File: src/design/svnb_pkg.sv
`default_nettype none
// ----------------------------------------------------------------------------
// svnb_pkg
// Shared constants, codes and types of the smooth vertex normal builder.
// ----------------------------------------------------------------------------
package svnb_pkg;

    localparam int VERTEX_MAX_DEF = 4096;
    localparam int COORD_BITS_DEF = 16;

    localparam int IDX_IN_W    = 32;
    localparam int FIELD_W     = 16;
    localparam int ACC_W       = 48;
    localparam int CFG_W       = 13;
    localparam int APB_DW      = 32;
    localparam int APB_AW      = 3;
    localparam int REQ_W       = 2;
    localparam int S_DATA_W    = 3 * IDX_IN_W + 3 * FIELD_W;
    localparam int M_DATA_W    = 3 * FIELD_W;
    localparam int QUEUE_DEPTH = 2;

    // normaliser widths: magnitudes scaled below 2^30, length below 2^31
    localparam int MAG_W  = 30;
    localparam int LEN_W  = 31;
    localparam int SQ_W   = 64;
    localparam int FRAC_W = 15;
    localparam int NUM_W  = MAG_W + FIELD_W;

    localparam logic [FIELD_W-1:0] Q_MAX = 16'h7FFF;
    localparam logic signed [ACC_W-1:0] ACC_HI = {1'b0, {(ACC_W-1){1'b1}}};
    localparam logic signed [ACC_W-1:0] ACC_LO = {1'b1, {(ACC_W-1){1'b0}}};

    // register index taken from paddr[2]
    localparam logic REG_VERTEX_COUNT = 1'b0;

    typedef enum logic [REQ_W-1:0] {
        REQ_LOAD = 2'd0,
        REQ_TRI  = 2'd1,
        REQ_READ = 2'd2
    } req_t;

    typedef enum logic [3:0] {
        B_IDLE,
        B_POS_RD,
        B_EDGE,
        B_MUL,
        B_ACC_RD,
        B_ACC_WR,
        B_RD_ACC,
        B_RD_WAIT,
        B_NORM
    } back_state_t;

    typedef enum logic [2:0] {
        N_IDLE,
        N_SHIFT,
        N_SQ,
        N_SQRT,
        N_DIV_SET,
        N_DIV,
        N_DONE
    } norm_state_t;

    typedef struct packed {
        logic [FIELD_W-1:0] nz;
        logic [FIELD_W-1:0] ny;
        logic [FIELD_W-1:0] nx;
        logic               degen;
    } norm_res_t;

endpackage
`default_nettype wire

File: src/design/svnb_queue.sv
`default_nettype none
// ----------------------------------------------------------------------------
// svnb_queue
// Short command queue between the classifier and the sequencer.
// ----------------------------------------------------------------------------
module svnb_queue
    import svnb_pkg::*;
#(
    parameter int W = 8
)
(
    input  wire logic         clk,
    input  wire logic         rst_n,
    input  wire logic         push,
    input  wire logic [W-1:0] din,
    output logic              full,
    input  wire logic         pop,
    output logic              valid,
    output logic [W-1:0]      dout
);

    localparam int PTR_W = (QUEUE_DEPTH > 1) ? $clog2(QUEUE_DEPTH) : 1;
    localparam int CNT_W = $clog2(QUEUE_DEPTH + 1);

    logic [W-1:0]     slot_reg [QUEUE_DEPTH];
    logic [PTR_W-1:0] wr_reg, rd_reg;
    logic [CNT_W-1:0] cnt_reg;

    assign full  = cnt_reg == CNT_W'(QUEUE_DEPTH);
    assign valid = cnt_reg != '0;
    assign dout  = slot_reg[rd_reg];

    always_ff @(posedge clk or negedge rst_n)
    begin
        if (!rst_n)
        begin
            wr_reg  <= '0;
            rd_reg  <= '0;
            cnt_reg <= '0;
        end
        else
        begin
            if (push)
                wr_reg <= (wr_reg == PTR_W'(QUEUE_DEPTH - 1)) ? '0 : wr_reg + 1'b1;
            if (pop)
                rd_reg <= (rd_reg == PTR_W'(QUEUE_DEPTH - 1)) ? '0 : rd_reg + 1'b1;
            if (push && !pop)
                cnt_reg <= cnt_reg + 1'b1;
            else if (pop && !push)
                cnt_reg <= cnt_reg - 1'b1;
        end
    end

    always_ff @(posedge clk)
    begin
        if (push)
            slot_reg[wr_reg] <= din;
    end

endmodule
`default_nettype wire

File: config.mk
export PLATFORM = sky130hd
export DESIGN_NAME = svnb_queue
export DESIGN_NICKNAME = d
export VERILOG_FILES = /design/src/design/svnb_pkg.sv /design/src/design/svnb_queue.sv
export SDC_FILE = /design/constraint.sdc
export NUM_CORES = 1
export LEC_CHECK = 0
export ABC_CLOCK_PERIOD_IN_PS = 1900
export BUFFER_PORTS_ARGS = -buffer_cell sky130_fd_sc_hd__buf_2
export CAP_MARGIN = 10
export CELL_PAD_IN_SITES_DETAIL_PLACEMENT = 1
export CELL_PAD_IN_SITES_GLOBAL_PLACEMENT = 1
export CORE_UTILIZATION = 43
export CTS_CLUSTER_DIAMETER = 40
export DETAILED_ROUTE_END_ITERATION = 8
export PLACE_DENSITY = 0.83
export SYNTH_ARGS = -nofsm -noshare
export SYNTH_HDL_FRONTEND = slang
export SYNTH_SLANG_ARGS = --single-unit
File: constraint.sdc
create_clock -name clk -period 1.9 [get_ports clk]
set_clock_uncertainty 0.05 [all_clocks]
set_input_delay 0.19 -clock clk [delete_from_list [all_inputs] [get_ports clk]]
set_output_delay 0.19 -clock clk [all_outputs]
set_load 0.01 [all_outputs]
==> out/qor.csv <==
stage,metric,value,unit
outcome,status,completed,
floorplan,fp.dieArea,1970,um^2
grt,track_usage,0.139,
synth,netlist.area_leader.share,0.621,
synth,synth_warnings,0,
synth,yosys.area.top_type,edfxtp_1,
timing,timing.fmax,613,MHz
floorplan,die_y,44.4,um
synth,netlist_area,773,um^2
timing,slew_headroom,0.742,
synth,synthTopCellsByCount,"edfxtp_1 (16), mux2_2 (8), dfrtp_1 (4), xor2_1 (4)",
final_layout,finalNonFillerCells,91,
synth,synth-async-reset-ratio,0.200,
clocking,cts_inserted_buffers,3,
clocking,insertion_delay,0.29,ns
final_layout,nNetsFinal,81,
timing,worst_slack,0.269,ns
drt,first_pass_iters,2,
drt,post_drt_wl_per_cell,12.3,um
setup_path,r2r-start,wr_reg,
setup_path,worstRegToRegCells,1,
power_and_ir_drop,max-vdd-ir-drop,0.671,mV
setup_path,worstPathMaxFanout,9,
floorplan,start_util,0.485,
grt,first_global_vias,416,
synth,ys_types,13,
placed_design,hpwl,817,um
timing,report.final.slew_viol_count,0,
placed_design,portBuffers,21,
setup_path,r2r_slack,0.75,ns
grt,grt_overflow_total,0,
clocking,ctsLongestPathBuffers,2,
synth,mappedNetlistNets,54,
floorplan,rows,14,
synth,syn_inst,41,
synth,synth_ff_type,edfxtp_1,
final_layout,syn_to_final_growth,21.7,%
setup_path,end_kind,output port,
timing,worst_pin_slew,0.387,ns
setup_path,critPathLaunchType,flip-flop,
run,drv_cap,0,
clocking,cts_htree_levels,1,
clocking,post_cts_buffers,0,
clocking,cts_sinks,20,
drt,antenna_left,0,
clocking,cts_root_buf,clkbuf_4,
power_and_ir_drop,leakage,0.383,nW
timing,grt_setup_unrepaired,no,
synth,ys_top_cells_by_area,"edfxtp_1 (62%), dfrtp_1 (13%), mux2_2 (12%)",
final_layout,nFillCells,160,
setup_path,cp-endpoint,dout[2],
floorplan,die_width,44.4,um
synth,synth_area_per_cell,18.9,um^2
setup_path,worstReg2RegEnd,slot_reg[1][1],
timing,fin_setup_tns,0,ns
final_layout,largest_reg_flops,16,
synth,synth_edf_count,16,
final_layout,layout-drive-gt1-share,0.522,
power_and_ir_drop,pwr_density_cell,1330,nW/um^2
timing,fin_crit,1.63,ns
synth,ys_seq_elements,20,
setup_path,crit_type,reg2out,
floorplan,core,1590,um^2
worst_hold_path,hp-class,in2reg,
timing,hold_viol,0,
clocking,clk_pin_slew,0.10,ns
final_layout,antenna_cells,0,
setup_path,crit_start,rd_reg,
placed_design,numPlacedInstances,86,
placed_design,place_ws,0.585,ns
setup_path,critPathArrivalTime,1.39,ns
drt,drt-initial-drc-count,1,
synth,synth_seq_area_share,0.751,
timing,finalCritPeriodShare,0.858,
grt,grt_max_degree,12,
grt,antenna_found_initial,0,
clocking,cts_resized,0,
grt,grt_pass1_wl,1790,um
drt,routed_via_density,4.58,
drt,drc,0,
clocking,cts_tree,yes,
floorplan,pin_count,22,
setup_path,required,1.66,ns
drt,wl,1120,um
drt,dr_total_vias,417,
timing,setup_viol,0,
clocking,postCtsHoldBufs,1,
placed_design,gp_congestion,0.649,
synth,synth_most_common_cell,edfxtp_1,
final_layout,postLayoutCellArea,941,um^2
placed_design,place_area,905,um^2
[layout make-up]
type / instances / area [um^2] / area share
inverters: 1 / 3.75 / 0.00399
repair buffers: 23 / 123 / 0.130
clock buffers: 4 / 26.3 / 0.0279
well taps: 24 / 30.0 / 0.0319
multi-input cells: 19 / 178 / 0.189
flip-flops and latches: 20 / 581 / 0.617
[kinds of logic (layout without fill, tap and decap cells)]
group,Yosys count,after routing,synth area share
buffers and inverters,2,28,0.0194
xor gates and xnor gates,5,5,0.0566
and+or+nand+nor,5,5,0.0405
DFF,20,20,0.751
muxes,8,8,0.117
adders and majority gates,1,1,0.0162
[cells in the final DEF, fill, tap and decap left out]
cell type / count
xnor2_1: 1
nor2b_1: 1
inv_1: 1
clkbuf_4: 3
ha_1: 1
buf_4: 1
and2b_2: 1
dfrtp_1: 4
buf_2: 21
nor2_1: 1
clkbuf_1: 1
edfxtp_1: 16
mux2_2: 8
xor2_1: 4
or2_2: 1
dlygate4sd3_1: 1
and2_1: 1
[power by group]
group          internal (mW)  switching (mW)  total [mW]  leakage [nW]
combinational          0.206           0.169       0.374         0.172
sequential             0.595          0.0797       0.675         0.197
clock                 0.0817           0.116       0.198        0.0150
[per-stage QoR]
step	util	hold slack (ns)	power, mW
2_1_floorplan	-	-0.156	0.934
3_3_place_gp	0.568	-0.0477	1.05
3_5_place_dp	0.568	-0.0450	1.07
4_1_cts	0.590	0.0165	1.27
5_1_grt	0.590	0.00847	1.32
6_report	0.590	0.0270	1.25
[worst min path at each step]
stage	startpoint	slack [ns]	cells after the start	to
floorplan	rst_n	-0.16	0	cnt_reg[0]
global placement	rst_n	-0.05	1	cnt_reg[1]
detailed placement	rst_n	-0.05	1	cnt_reg[1]
CTS	din[6]	0.02	1	slot_reg[0][6]
global route	din[6]	0.008	1	slot_reg[0][6]
finish	din[6]	0.03	1	slot_reg[0][6]
[worst max-delay path: stages (launching register included)]
cell and delay, ns:
dfrtp_1 0.58, mux2_2 0.38, buf_2 0.14
[layer usage]
layer | part of all wire | track usage | vias to the layer above | wire, um
li1 | - | - | 200 | -
met1 | 0.43 | 0.160 | 205 | 482
met2 | 0.50 | 0.218 | 12 | 565
met3 | 0.063 | 0.0776 | 0 | 71
met4 | 0 | 0.0545 | 0 | 0
met5 | 0 | 0 | - | 0
No activity file was read; power rests on OpenSTA's default activity.
