<file path="config.mk">
export PLATFORM = sky130hd
export DESIGN_NAME = svnb_front
export DESIGN_NICKNAME = d
export VERILOG_FILES = /design/src/design/svnb_pkg.sv /design/src/design/svnb_front.sv
export SDC_FILE = /design/constraint.sdc
export NUM_CORES = 1
export LEC_CHECK = 0
export BUFFER_PORTS_ARGS = -buffer_cell sky130_fd_sc_hd__buf_2
export CORE_AREA = 2 2 95 97
export DETAILED_ROUTE_END_ITERATION = 16
export DIE_AREA = 0 0 97 99
export PLACE_DENSITY_LB_ADDON = 0.15
export SYNTH_ARGS = -nofsm -noshare
export SYNTH_HDL_FRONTEND = slang
export SYNTH_SLANG_ARGS = --single-unit
</file>
<file path="constraint.sdc">
create_clock -name vclk -period 2.95
set_clock_uncertainty 0.1 [all_clocks]
set_input_delay 0.1475 -clock vclk [all_inputs]
set_output_delay 0.1475 -clock vclk [all_outputs]
set_load 0.01 [all_outputs]
</file>
<file path="src/design/svnb_pkg.sv">
`default_nettype none
// ----------------------------------------------------------------------------
// svnb_pkg
// Shared constants, codes and types of the smooth vertex normal builder.
// ----------------------------------------------------------------------------
package svnb_pkg;

    localparam int VERTEX_MAX_DEF = 4096;
    localparam int COORD_BITS_DEF = 16;

    localparam int IDX_IN_W    = 32;
    localparam int FIELD_W     = 16;
    localparam int ACC_W       = 48;
    localparam int CFG_W       = 13;
    localparam int APB_DW      = 32;
    localparam int APB_AW      = 3;
    localparam int REQ_W       = 2;
    localparam int S_DATA_W    = 3 * IDX_IN_W + 3 * FIELD_W;
    localparam int M_DATA_W    = 3 * FIELD_W;
    localparam int QUEUE_DEPTH = 2;

    // normaliser widths: magnitudes scaled below 2^30, length below 2^31
    localparam int MAG_W  = 30;
    localparam int LEN_W  = 31;
    localparam int SQ_W   = 64;
    localparam int FRAC_W = 15;
    localparam int NUM_W  = MAG_W + FIELD_W;

    localparam logic [FIELD_W-1:0] Q_MAX = 16'h7FFF;
    localparam logic signed [ACC_W-1:0] ACC_HI = {1'b0, {(ACC_W-1){1'b1}}};
    localparam logic signed [ACC_W-1:0] ACC_LO = {1'b1, {(ACC_W-1){1'b0}}};

    // register index taken from paddr[2]
    localparam logic REG_VERTEX_COUNT = 1'b0;

    typedef enum logic [REQ_W-1:0] {
        REQ_LOAD = 2'd0,
        REQ_TRI  = 2'd1,
        REQ_READ = 2'd2
    } req_t;

    typedef enum logic [3:0] {
        B_IDLE,
        B_POS_RD,
        B_EDGE,
        B_MUL,
        B_ACC_RD,
        B_ACC_WR,
        B_RD_ACC,
        B_RD_WAIT,
        B_NORM
    } back_state_t;

    typedef enum logic [2:0] {
        N_IDLE,
        N_SHIFT,
        N_SQ,
        N_SQRT,
        N_DIV_SET,
        N_DIV,
        N_DONE
    } norm_state_t;

    typedef struct packed {
        logic [FIELD_W-1:0] nz;
        logic [FIELD_W-1:0] ny;
        logic [FIELD_W-1:0] nx;
        logic               degen;
    } norm_res_t;

endpackage
`default_nettype wire

</file>
<file path="src/design/svnb_front.sv">
`default_nettype none
// ----------------------------------------------------------------------------
// svnb_front
// Input classifier: range checks each word and packs kept ones as commands.
// ----------------------------------------------------------------------------
module svnb_front
    import svnb_pkg::*;
#(
    parameter int VERTEX_MAX = VERTEX_MAX_DEF,
    parameter int COORD_BITS = COORD_BITS_DEF
)
(
    input  wire logic                    s_tvalid,
    output logic                         s_tready,
    input  wire logic [S_DATA_W-1:0]     s_tdata,
    input  wire logic [REQ_W-1:0]        s_tuser,
    input  wire logic [CFG_W-1:0]        vertex_count,
    input  wire logic                    q_full,
    output logic                         push,
    output logic [REQ_W+3*((VERTEX_MAX > 1) ? $clog2(VERTEX_MAX) : 1)
                  +3*COORD_BITS-1:0]     cmd
);

    localparam int IDX_W = (VERTEX_MAX > 1) ? $clog2(VERTEX_MAX) : 1;
    localparam int EXT_W = (COORD_BITS > FIELD_W) ? COORD_BITS : FIELD_W;

    logic [IDX_IN_W-1:0] va, vb, vc, lim;
    logic [EXT_W-1:0]    ex, ey, ez;
    logic                a_ok, b_ok, c_ok, keep;

    always_comb
    begin
        va = s_tdata[IDX_IN_W-1:0];
        vb = s_tdata[2*IDX_IN_W-1:IDX_IN_W];
        vc = s_tdata[3*IDX_IN_W-1:2*IDX_IN_W];
        ex = EXT_W'(s_tdata[3*IDX_IN_W +: FIELD_W]);
        ey = EXT_W'(s_tdata[3*IDX_IN_W+FIELD_W +: FIELD_W]);
        ez = EXT_W'(s_tdata[3*IDX_IN_W+2*FIELD_W +: FIELD_W]);

        lim = (IDX_IN_W'(vertex_count) < IDX_IN_W'(VERTEX_MAX)) ?
              IDX_IN_W'(vertex_count) : IDX_IN_W'(VERTEX_MAX);
        a_ok = va < lim;
        b_ok = vb < lim;
        c_ok = vc < lim;

        unique case (req_t'(s_tuser))
            REQ_LOAD, REQ_READ: keep = a_ok;
            REQ_TRI:            keep = a_ok && b_ok && c_ok;
            default:            keep = 1'b0;
        endcase

        s_tready = !q_full;
        push     = s_tvalid && !q_full && keep;
        cmd      = {ez[COORD_BITS-1:0], ey[COORD_BITS-1:0], ex[COORD_BITS-1:0],
                    vc[IDX_W-1:0], vb[IDX_W-1:0], va[IDX_W-1:0], s_tuser};
    end

endmodule
`default_nettype wire

</file>
==> impl_results.md, run 1 <==
* Outcome: completed
* Synth top area share at 0.394
* Largest net degree at the start of global routing at 15
* Fmax at 394 MHz
* Maximum VDD drop at 0.0249 mV
* Final setup viols at 0
* Max transition margin at 0.675
* Per-cell routed wire length at approximately 14 um
* Critical Setup Path Class: input port to primary output
* Setup TNS at 0 ns
* Hold Path Depth at 0
* Leakage at between 1 and 1.5 nW
* Pwr dens at around 130 mW/mm^2
* Period minus WS final at 2.54 ns
* Slew @ Worst Pin at 0.486 ns
* Crit. End Element: primary output
* Synthesized netlist cell count at roughly 210
* Netlist cell types at 26
* Final #Nets at 479
* Part of the cycle the worst path needs at 0.861
* Total gr overflow at 0
* GR Util All Layers at 0.0988
* Synthesized cell area at 0.00164 sq mm
* Post-CTS Hold Buffers at 0
* Critical Path, Cell by Cell: buf_2 -> inv_1 -> nand2_1 -> ha_1 -> nor4b_1 -> o21ai_0 -> a21oi_1 -> o211ai_1 -> a21oi_2 -> buf_2
* Max-slew violation count at 0
* Net Sw Power at 119 uW
* Antenna cells at 0
* Num sequential at 0
* Clock buffers at 0
* Die H at roughly 99 um
* Vias in the first global route at 1,622
* Combinational Power Share at 1.000
* Maxcap violations at 0
* Ports at 249
* First-pass GRT wire length at 7700 um
* Synth Warn # at 0
* Fin util at 0.221
* Sequential fraction of design power at 0
* Total power at 242 uW
* Main area contributors after synthesis: buf_4, ha_1, nor4_1
* PostCTS Resize Cnt at 0
* Residual DRC count at 0
* Max incr delay on CP at around 0.37 ns
* Switch share at 0.494
* Worst Path Arrival at 2.29 ns
* DRT Pass-1 Iters at 3
* Starting Density at 0.192
* DR vias/cell at 4.09
* DRT antenna net count at 0
* Crit Path Max Fanout at 14
* Synth Area per Inst at 7.66 sq um
* Worst Min Path Start: s_tdata[104]
* Internal power at 122 uW
* Die ar. at between 0.009 and 0.01 sq mm
* Rows at 34
* Layout cell share with drive strength beyond 1 at 0.571
* Hold violation count in the final report at 0
* Most Frequent Cell on Critical Path: buf_2
* PortBufs at 153
* Unrepaired setup endpoints after global routing: no
* Core ar. at 0.00855 sq mm
* HP Class: input port to primary output
* CP required at roughly 2.7 ns
* Post-synthesis sequential area ratio at 0
* Chip width at 97 um
* Synthesized net count at 411
* Initial antenna violation count at 0
* Register area at 0 sq um
* Initial DRC Count at 10
* Area Growth Syn to Fin at 15.3%
* Critical path launch point type: input port
* Final wirelength at ~5300 um
* Clock Power Share at 0
* Hold slack at 0.195 ns
* Area leader, netlist: buf_4
* Setup Fix Bufs, Post-CTS at 0
* Hold Path End: cmd[46]
* Slowest-stage cell, CP: inv_1
* Hpwl dp at around 5000 um
* Vias post-DR at approximately 1,600
* GP Congestion at 0.681
-- critical path, delay by kind of cell --
| kind | cells | cell delay, ns |
|---|---|---|
| AOI/OAI and AO/OA | 4 | 0.76 |
| adders and majority gates | 1 | 0.24 |
| buffers and inverters | 3 | 0.64 |
| and+or+nand+nor | 2 | 0.50 |
-- cells by family after synthesis --
kind of cell,after synthesis,synth area share
AOI/OAI and AO/OA,30,0.130
adders and majority gates,36,0.275
and+or+nand+nor,59,0.195
buffers and inverters,89,0.401
-- area by class of cell --
cell class	count	area, sq um
tap	108	135
timing repair buffer	153	766
multi-input combinational	125	982
fill	984	6660
inverter	2	7.51
-- cell usage in the layout, fill, tap and decap left out, types with 5 or more instances in the layout --
cell type  count
ha_1          36
nor3_1         6
nor4_1        11
nand2_1       17
a21oi_1        8
nand4_1        7
buf_2        153
a21o_1         5
o21ai_0        7
nor2_1         9
-- power groups by stage --
stage               combinational, mW  clock, mW  sequential (mW)
finish                          0.242          0                0
global route                    0.279          0                0
CTS                             0.249          0                0
detailed placement              0.247          0                0
global placement                0.247          0                0
floorplan                       0.212          0                0
-- how the worst max path moves through the flow --
stage,depth (start not counted),from,endpoint,slack [ns]
6_report,10,vertex_count[12],push,0.41
5_1_grt,10,vertex_count[12],push,0.14
4_1_cts,10,vertex_count[12],push,0.30
3_5_place_dp,10,vertex_count[12],push,0.31
3_3_place_gp,10,vertex_count[12],push,0.42
2_1_floorplan,9,vertex_count[12],push,0.87
-- synth_stat cells --
master,count
o21ai_0,7
a21oi_1,8
a21oi_2,1
a21o_1,5
a311oi_1,1
clkbuf_1,1
nor4b_2,2
nor2b_1,1
nand4_1,7
o211ai_1,1
a211oi_1,1
nor2_1,9
o221ai_2,1
buf_4,86
and3_1,1
nor4_1,11
nor3_1,6
and4_1,1
nand3_1,2
a211oi_2,1
nor4b_1,2
o21ai_1,2
a221oi_2,2
ha_1,36
inv_1,2
nand2_1,17
-- metrics by stage --
stage,std cells,instance area [sq um],setup WS [ns]
2_1_floorplan,214,1640,0.872
3_3_place_gp,388,1890,0.417
3_5_place_dp,388,1890,0.308
4_1_cts,388,1890,0.298
5_1_grt,388,1890,0.139
6_report,388,1890,0.410
-- layer usage --
| metal | global-route usage | up-vias | routed length, um |
|---|---|---|---|
| met1 | 0.112 | 656 | 1920 |
| met4 | 0.0195 | 0 | 102 |
| li1 | - | 827 | - |
| met2 | 0.195 | 86 | 2870 |
| met5 | 0 | - | 0 |
| met3 | 0.0149 | 16 | 381 |
No activity file was read; power rests on OpenSTA's default activity.
==> inputs of run 2 (changes only) <==
ABC_AREA = 1   (was not set)
CORE_AREA = 2 2 96 98   (was 2 2 95 97)
DIE_AREA = 0 0 98 100   (was 0 0 97 99)
TNS_END_PERCENT = 10   (was not set)
clock period = 2.2 ns   (was 2.95 ns; I/O delays follow)
==> run 2 against run 1 <==
  * Via count rose by 13%
  * Global-route usage about the same
  * Final area rose by 6.4%
  * Critical path type unchanged
==> impl_results.md, run 2 <==
* Outcome: completed
* HP Class: input port to primary output
* Vias in the first global route at 1,665 (+2.7%)
* Most common cell after layout, fill and taps aside: buf_2
* Synthesized netlist cell count at 274 (+28%)
* Leading cell types by count after synthesis: buf_4, nand2_1, nor2_1, ha_1, a21oi_1
* Chip width at 98 um (+1.0%)
* Crit Path Max Fanout at 17 (+3)
* Initial DRC Count at 18 (+8)
* Total gr overflow at 0 (unchanged)
* Area of the multi-input gates at 0.00106 sq mm (+8.3%)
* Total power at 340 uW (+41%)
* Pre-CTS setup slack at 0.143 ns (-0.165 ns)
* Clock buffers at 0 (unchanged)
* Hold violation count in the final report at 0 (unchanged)
* Synth Area per Inst at 6.40 sq um (-16%)
* Period minus WS final at 1.90 ns
* Residual DRC count at 0 (unchanged)
* Pwr dens at 169 mW/mm^2 (+32%)
* Max-slew violation count at 0 (unchanged)
* Leakage at 1.14 nW (+11%)
* Most frequent cell after synthesis: buf_4
* DR vias/cell at 3.99 (-2.4%)
* Per-cell routed wire length at 11.4 um (-16%)
* Critical Setup Path Class: input port to primary output
* Setup TNS at 0 ns (unchanged)
* Layout cell share with drive strength beyond 1 at 0.479 (-0.0920)
* GR Util All Layers at 0.0988 (about the same)
* GP Congestion at 0.731 (+7.4%)
* Final Worst Setup Slack at 0.302 ns (-0.108 ns)
* Synth Warn # at 0 (unchanged)
* CP required at 1.99 ns (-0.71 ns)
* Netlist cell types at 19 (-27%)
* Maxcap violations at 0 (unchanged)
* Synthesized cell area at 0.00175 sq mm (+7.0%)
* DRT Pass-1 Iters at 4 (+1)
* Area leader, netlist: buf_4
* Final #Nets at 539 (+13%)
* Vias post-DR at 1,798 (+13%)
* Starting Density at 0.197 (+0.00564)
* Synth top area share at 0.368 (-0.0258)
* Largest net degree at the start of global routing at 18 (+3)
* Core ar. at 0.00889 sq mm (+4.0%)
* Fmax at between 500 and 600 MHz
* Die H at 100 um (+1.0%)
* Die ar. at 0.00980 sq mm (+2.1%)
* Rows at 35 (+2.9%)
* Main area contributors after synthesis: buf_4, ha_1, nand2_1
* Fillers at 1,008 (+2.4%)
* Slew @ Worst Pin at 0.282 ns (-0.204 ns)
* Post-route cell area at 0.00201 sq mm (+6.4%)
* Area Growth Syn to Fin at 14.7%
* PortBufs at 153 (unchanged)
* Synthesized net count at 471 (+15%)
* Critical path launch point type: input port
* Part of the cycle the worst path needs at 0.863
* DRT antenna net count at 0 (unchanged)
* Hpwl dp at 4880 um (-2.3%)
* Unrepaired setup endpoints after global routing: no
* Num sequential at 0 (unchanged)
* Placement Cell Area at 0.00201 sq mm (+6.3%)
* Crit. End Element: primary output
* Max transition margin at 0.810 (+0.135)
* Initial antenna violation count at 0 (unchanged)
* Register area at 0 sq um (unchanged)
* Setup Fix Bufs, Post-CTS at 0 (unchanged)
* Worst Path Arrival at 1.69 ns (-0.60 ns)
* Maximum VDD drop at 0.0308 mV (+24%)
* Final setup viols at 0 (unchanged)
* Post-synthesis sequential area ratio at 0 (unchanged)
* Most frequent cells in the layout: buf_2, nand2_1, nor2_1
* Antenna cells at 0 (unchanged)
* Ports at 249 (unchanged)
* Final wirelength at 5150 um (-2.3%)
* First-pass GRT wire length at 7870 um (+2.2%)
run 2: metrics by stage:
step	utilization	hold slack [ns]	instances
floorplan	-	0.171	274
global placement	0.226	0.120	451
detailed placement	0.226	0.120	451
CTS	0.226	0.120	451
global route	0.226	0.120	451
finish	0.226	0.120	451
run 2: cell type report:
class | count | area share
inverters | 11 | 0.0218
repair buffers | 153 | 0.381
multi-input cells | 176 | 0.529
well taps | 111 | 0.0690
run 2: logic make-up (layout without fill, tap and decap cells):
kind of cell / Yosys count / after routing / synth area share
simple gates: 118 / 118 / 0.278
buf+inv: 98 / 164 / 0.394
fa+ha+maj: 36 / 36 / 0.257
compound gates: 22 / 22 / 0.0713
run 2: critical path: stages:
cell	delay [ns]
buf_2	0.11
inv_4	0.16
nand2_1	0.13
ha_1	0.31
a21oi_1	0.14
o21ai_0	0.09
nand2_1	0.07
nand3_1	0.07
nor2_1	0.10
nand3_1	0.11
a21oi_2	0.13
buf_2	0.15
run 2: final timing paths:
path / cells past startpoint / to / startpoint
max: 12 / push / vertex_count[12]
min: 0 / cmd[70] / s_tdata[128]
run 2: repair_timing:
item	in CTS	in global routing
resized for setup	0	2
hold buffers	0	0
endpoints found under the setup margin	0	1
run 2: metal layers:
layer  GRT usage  share of wire  up-vias  routed length (um)
met3     0.00766          0.078       22                 403
met5           0              0        -                   0
met4      0.0310          0.037        0                 189
li1            -              -      941                   -
met1       0.114           0.38      739                1940
met2       0.192           0.51       96                2610
run 2: where the power goes:
group | internal (mW) | switching, mW
clock network | 0 | 0
logic | 0.169 | 0.171
registers | 0 | 0
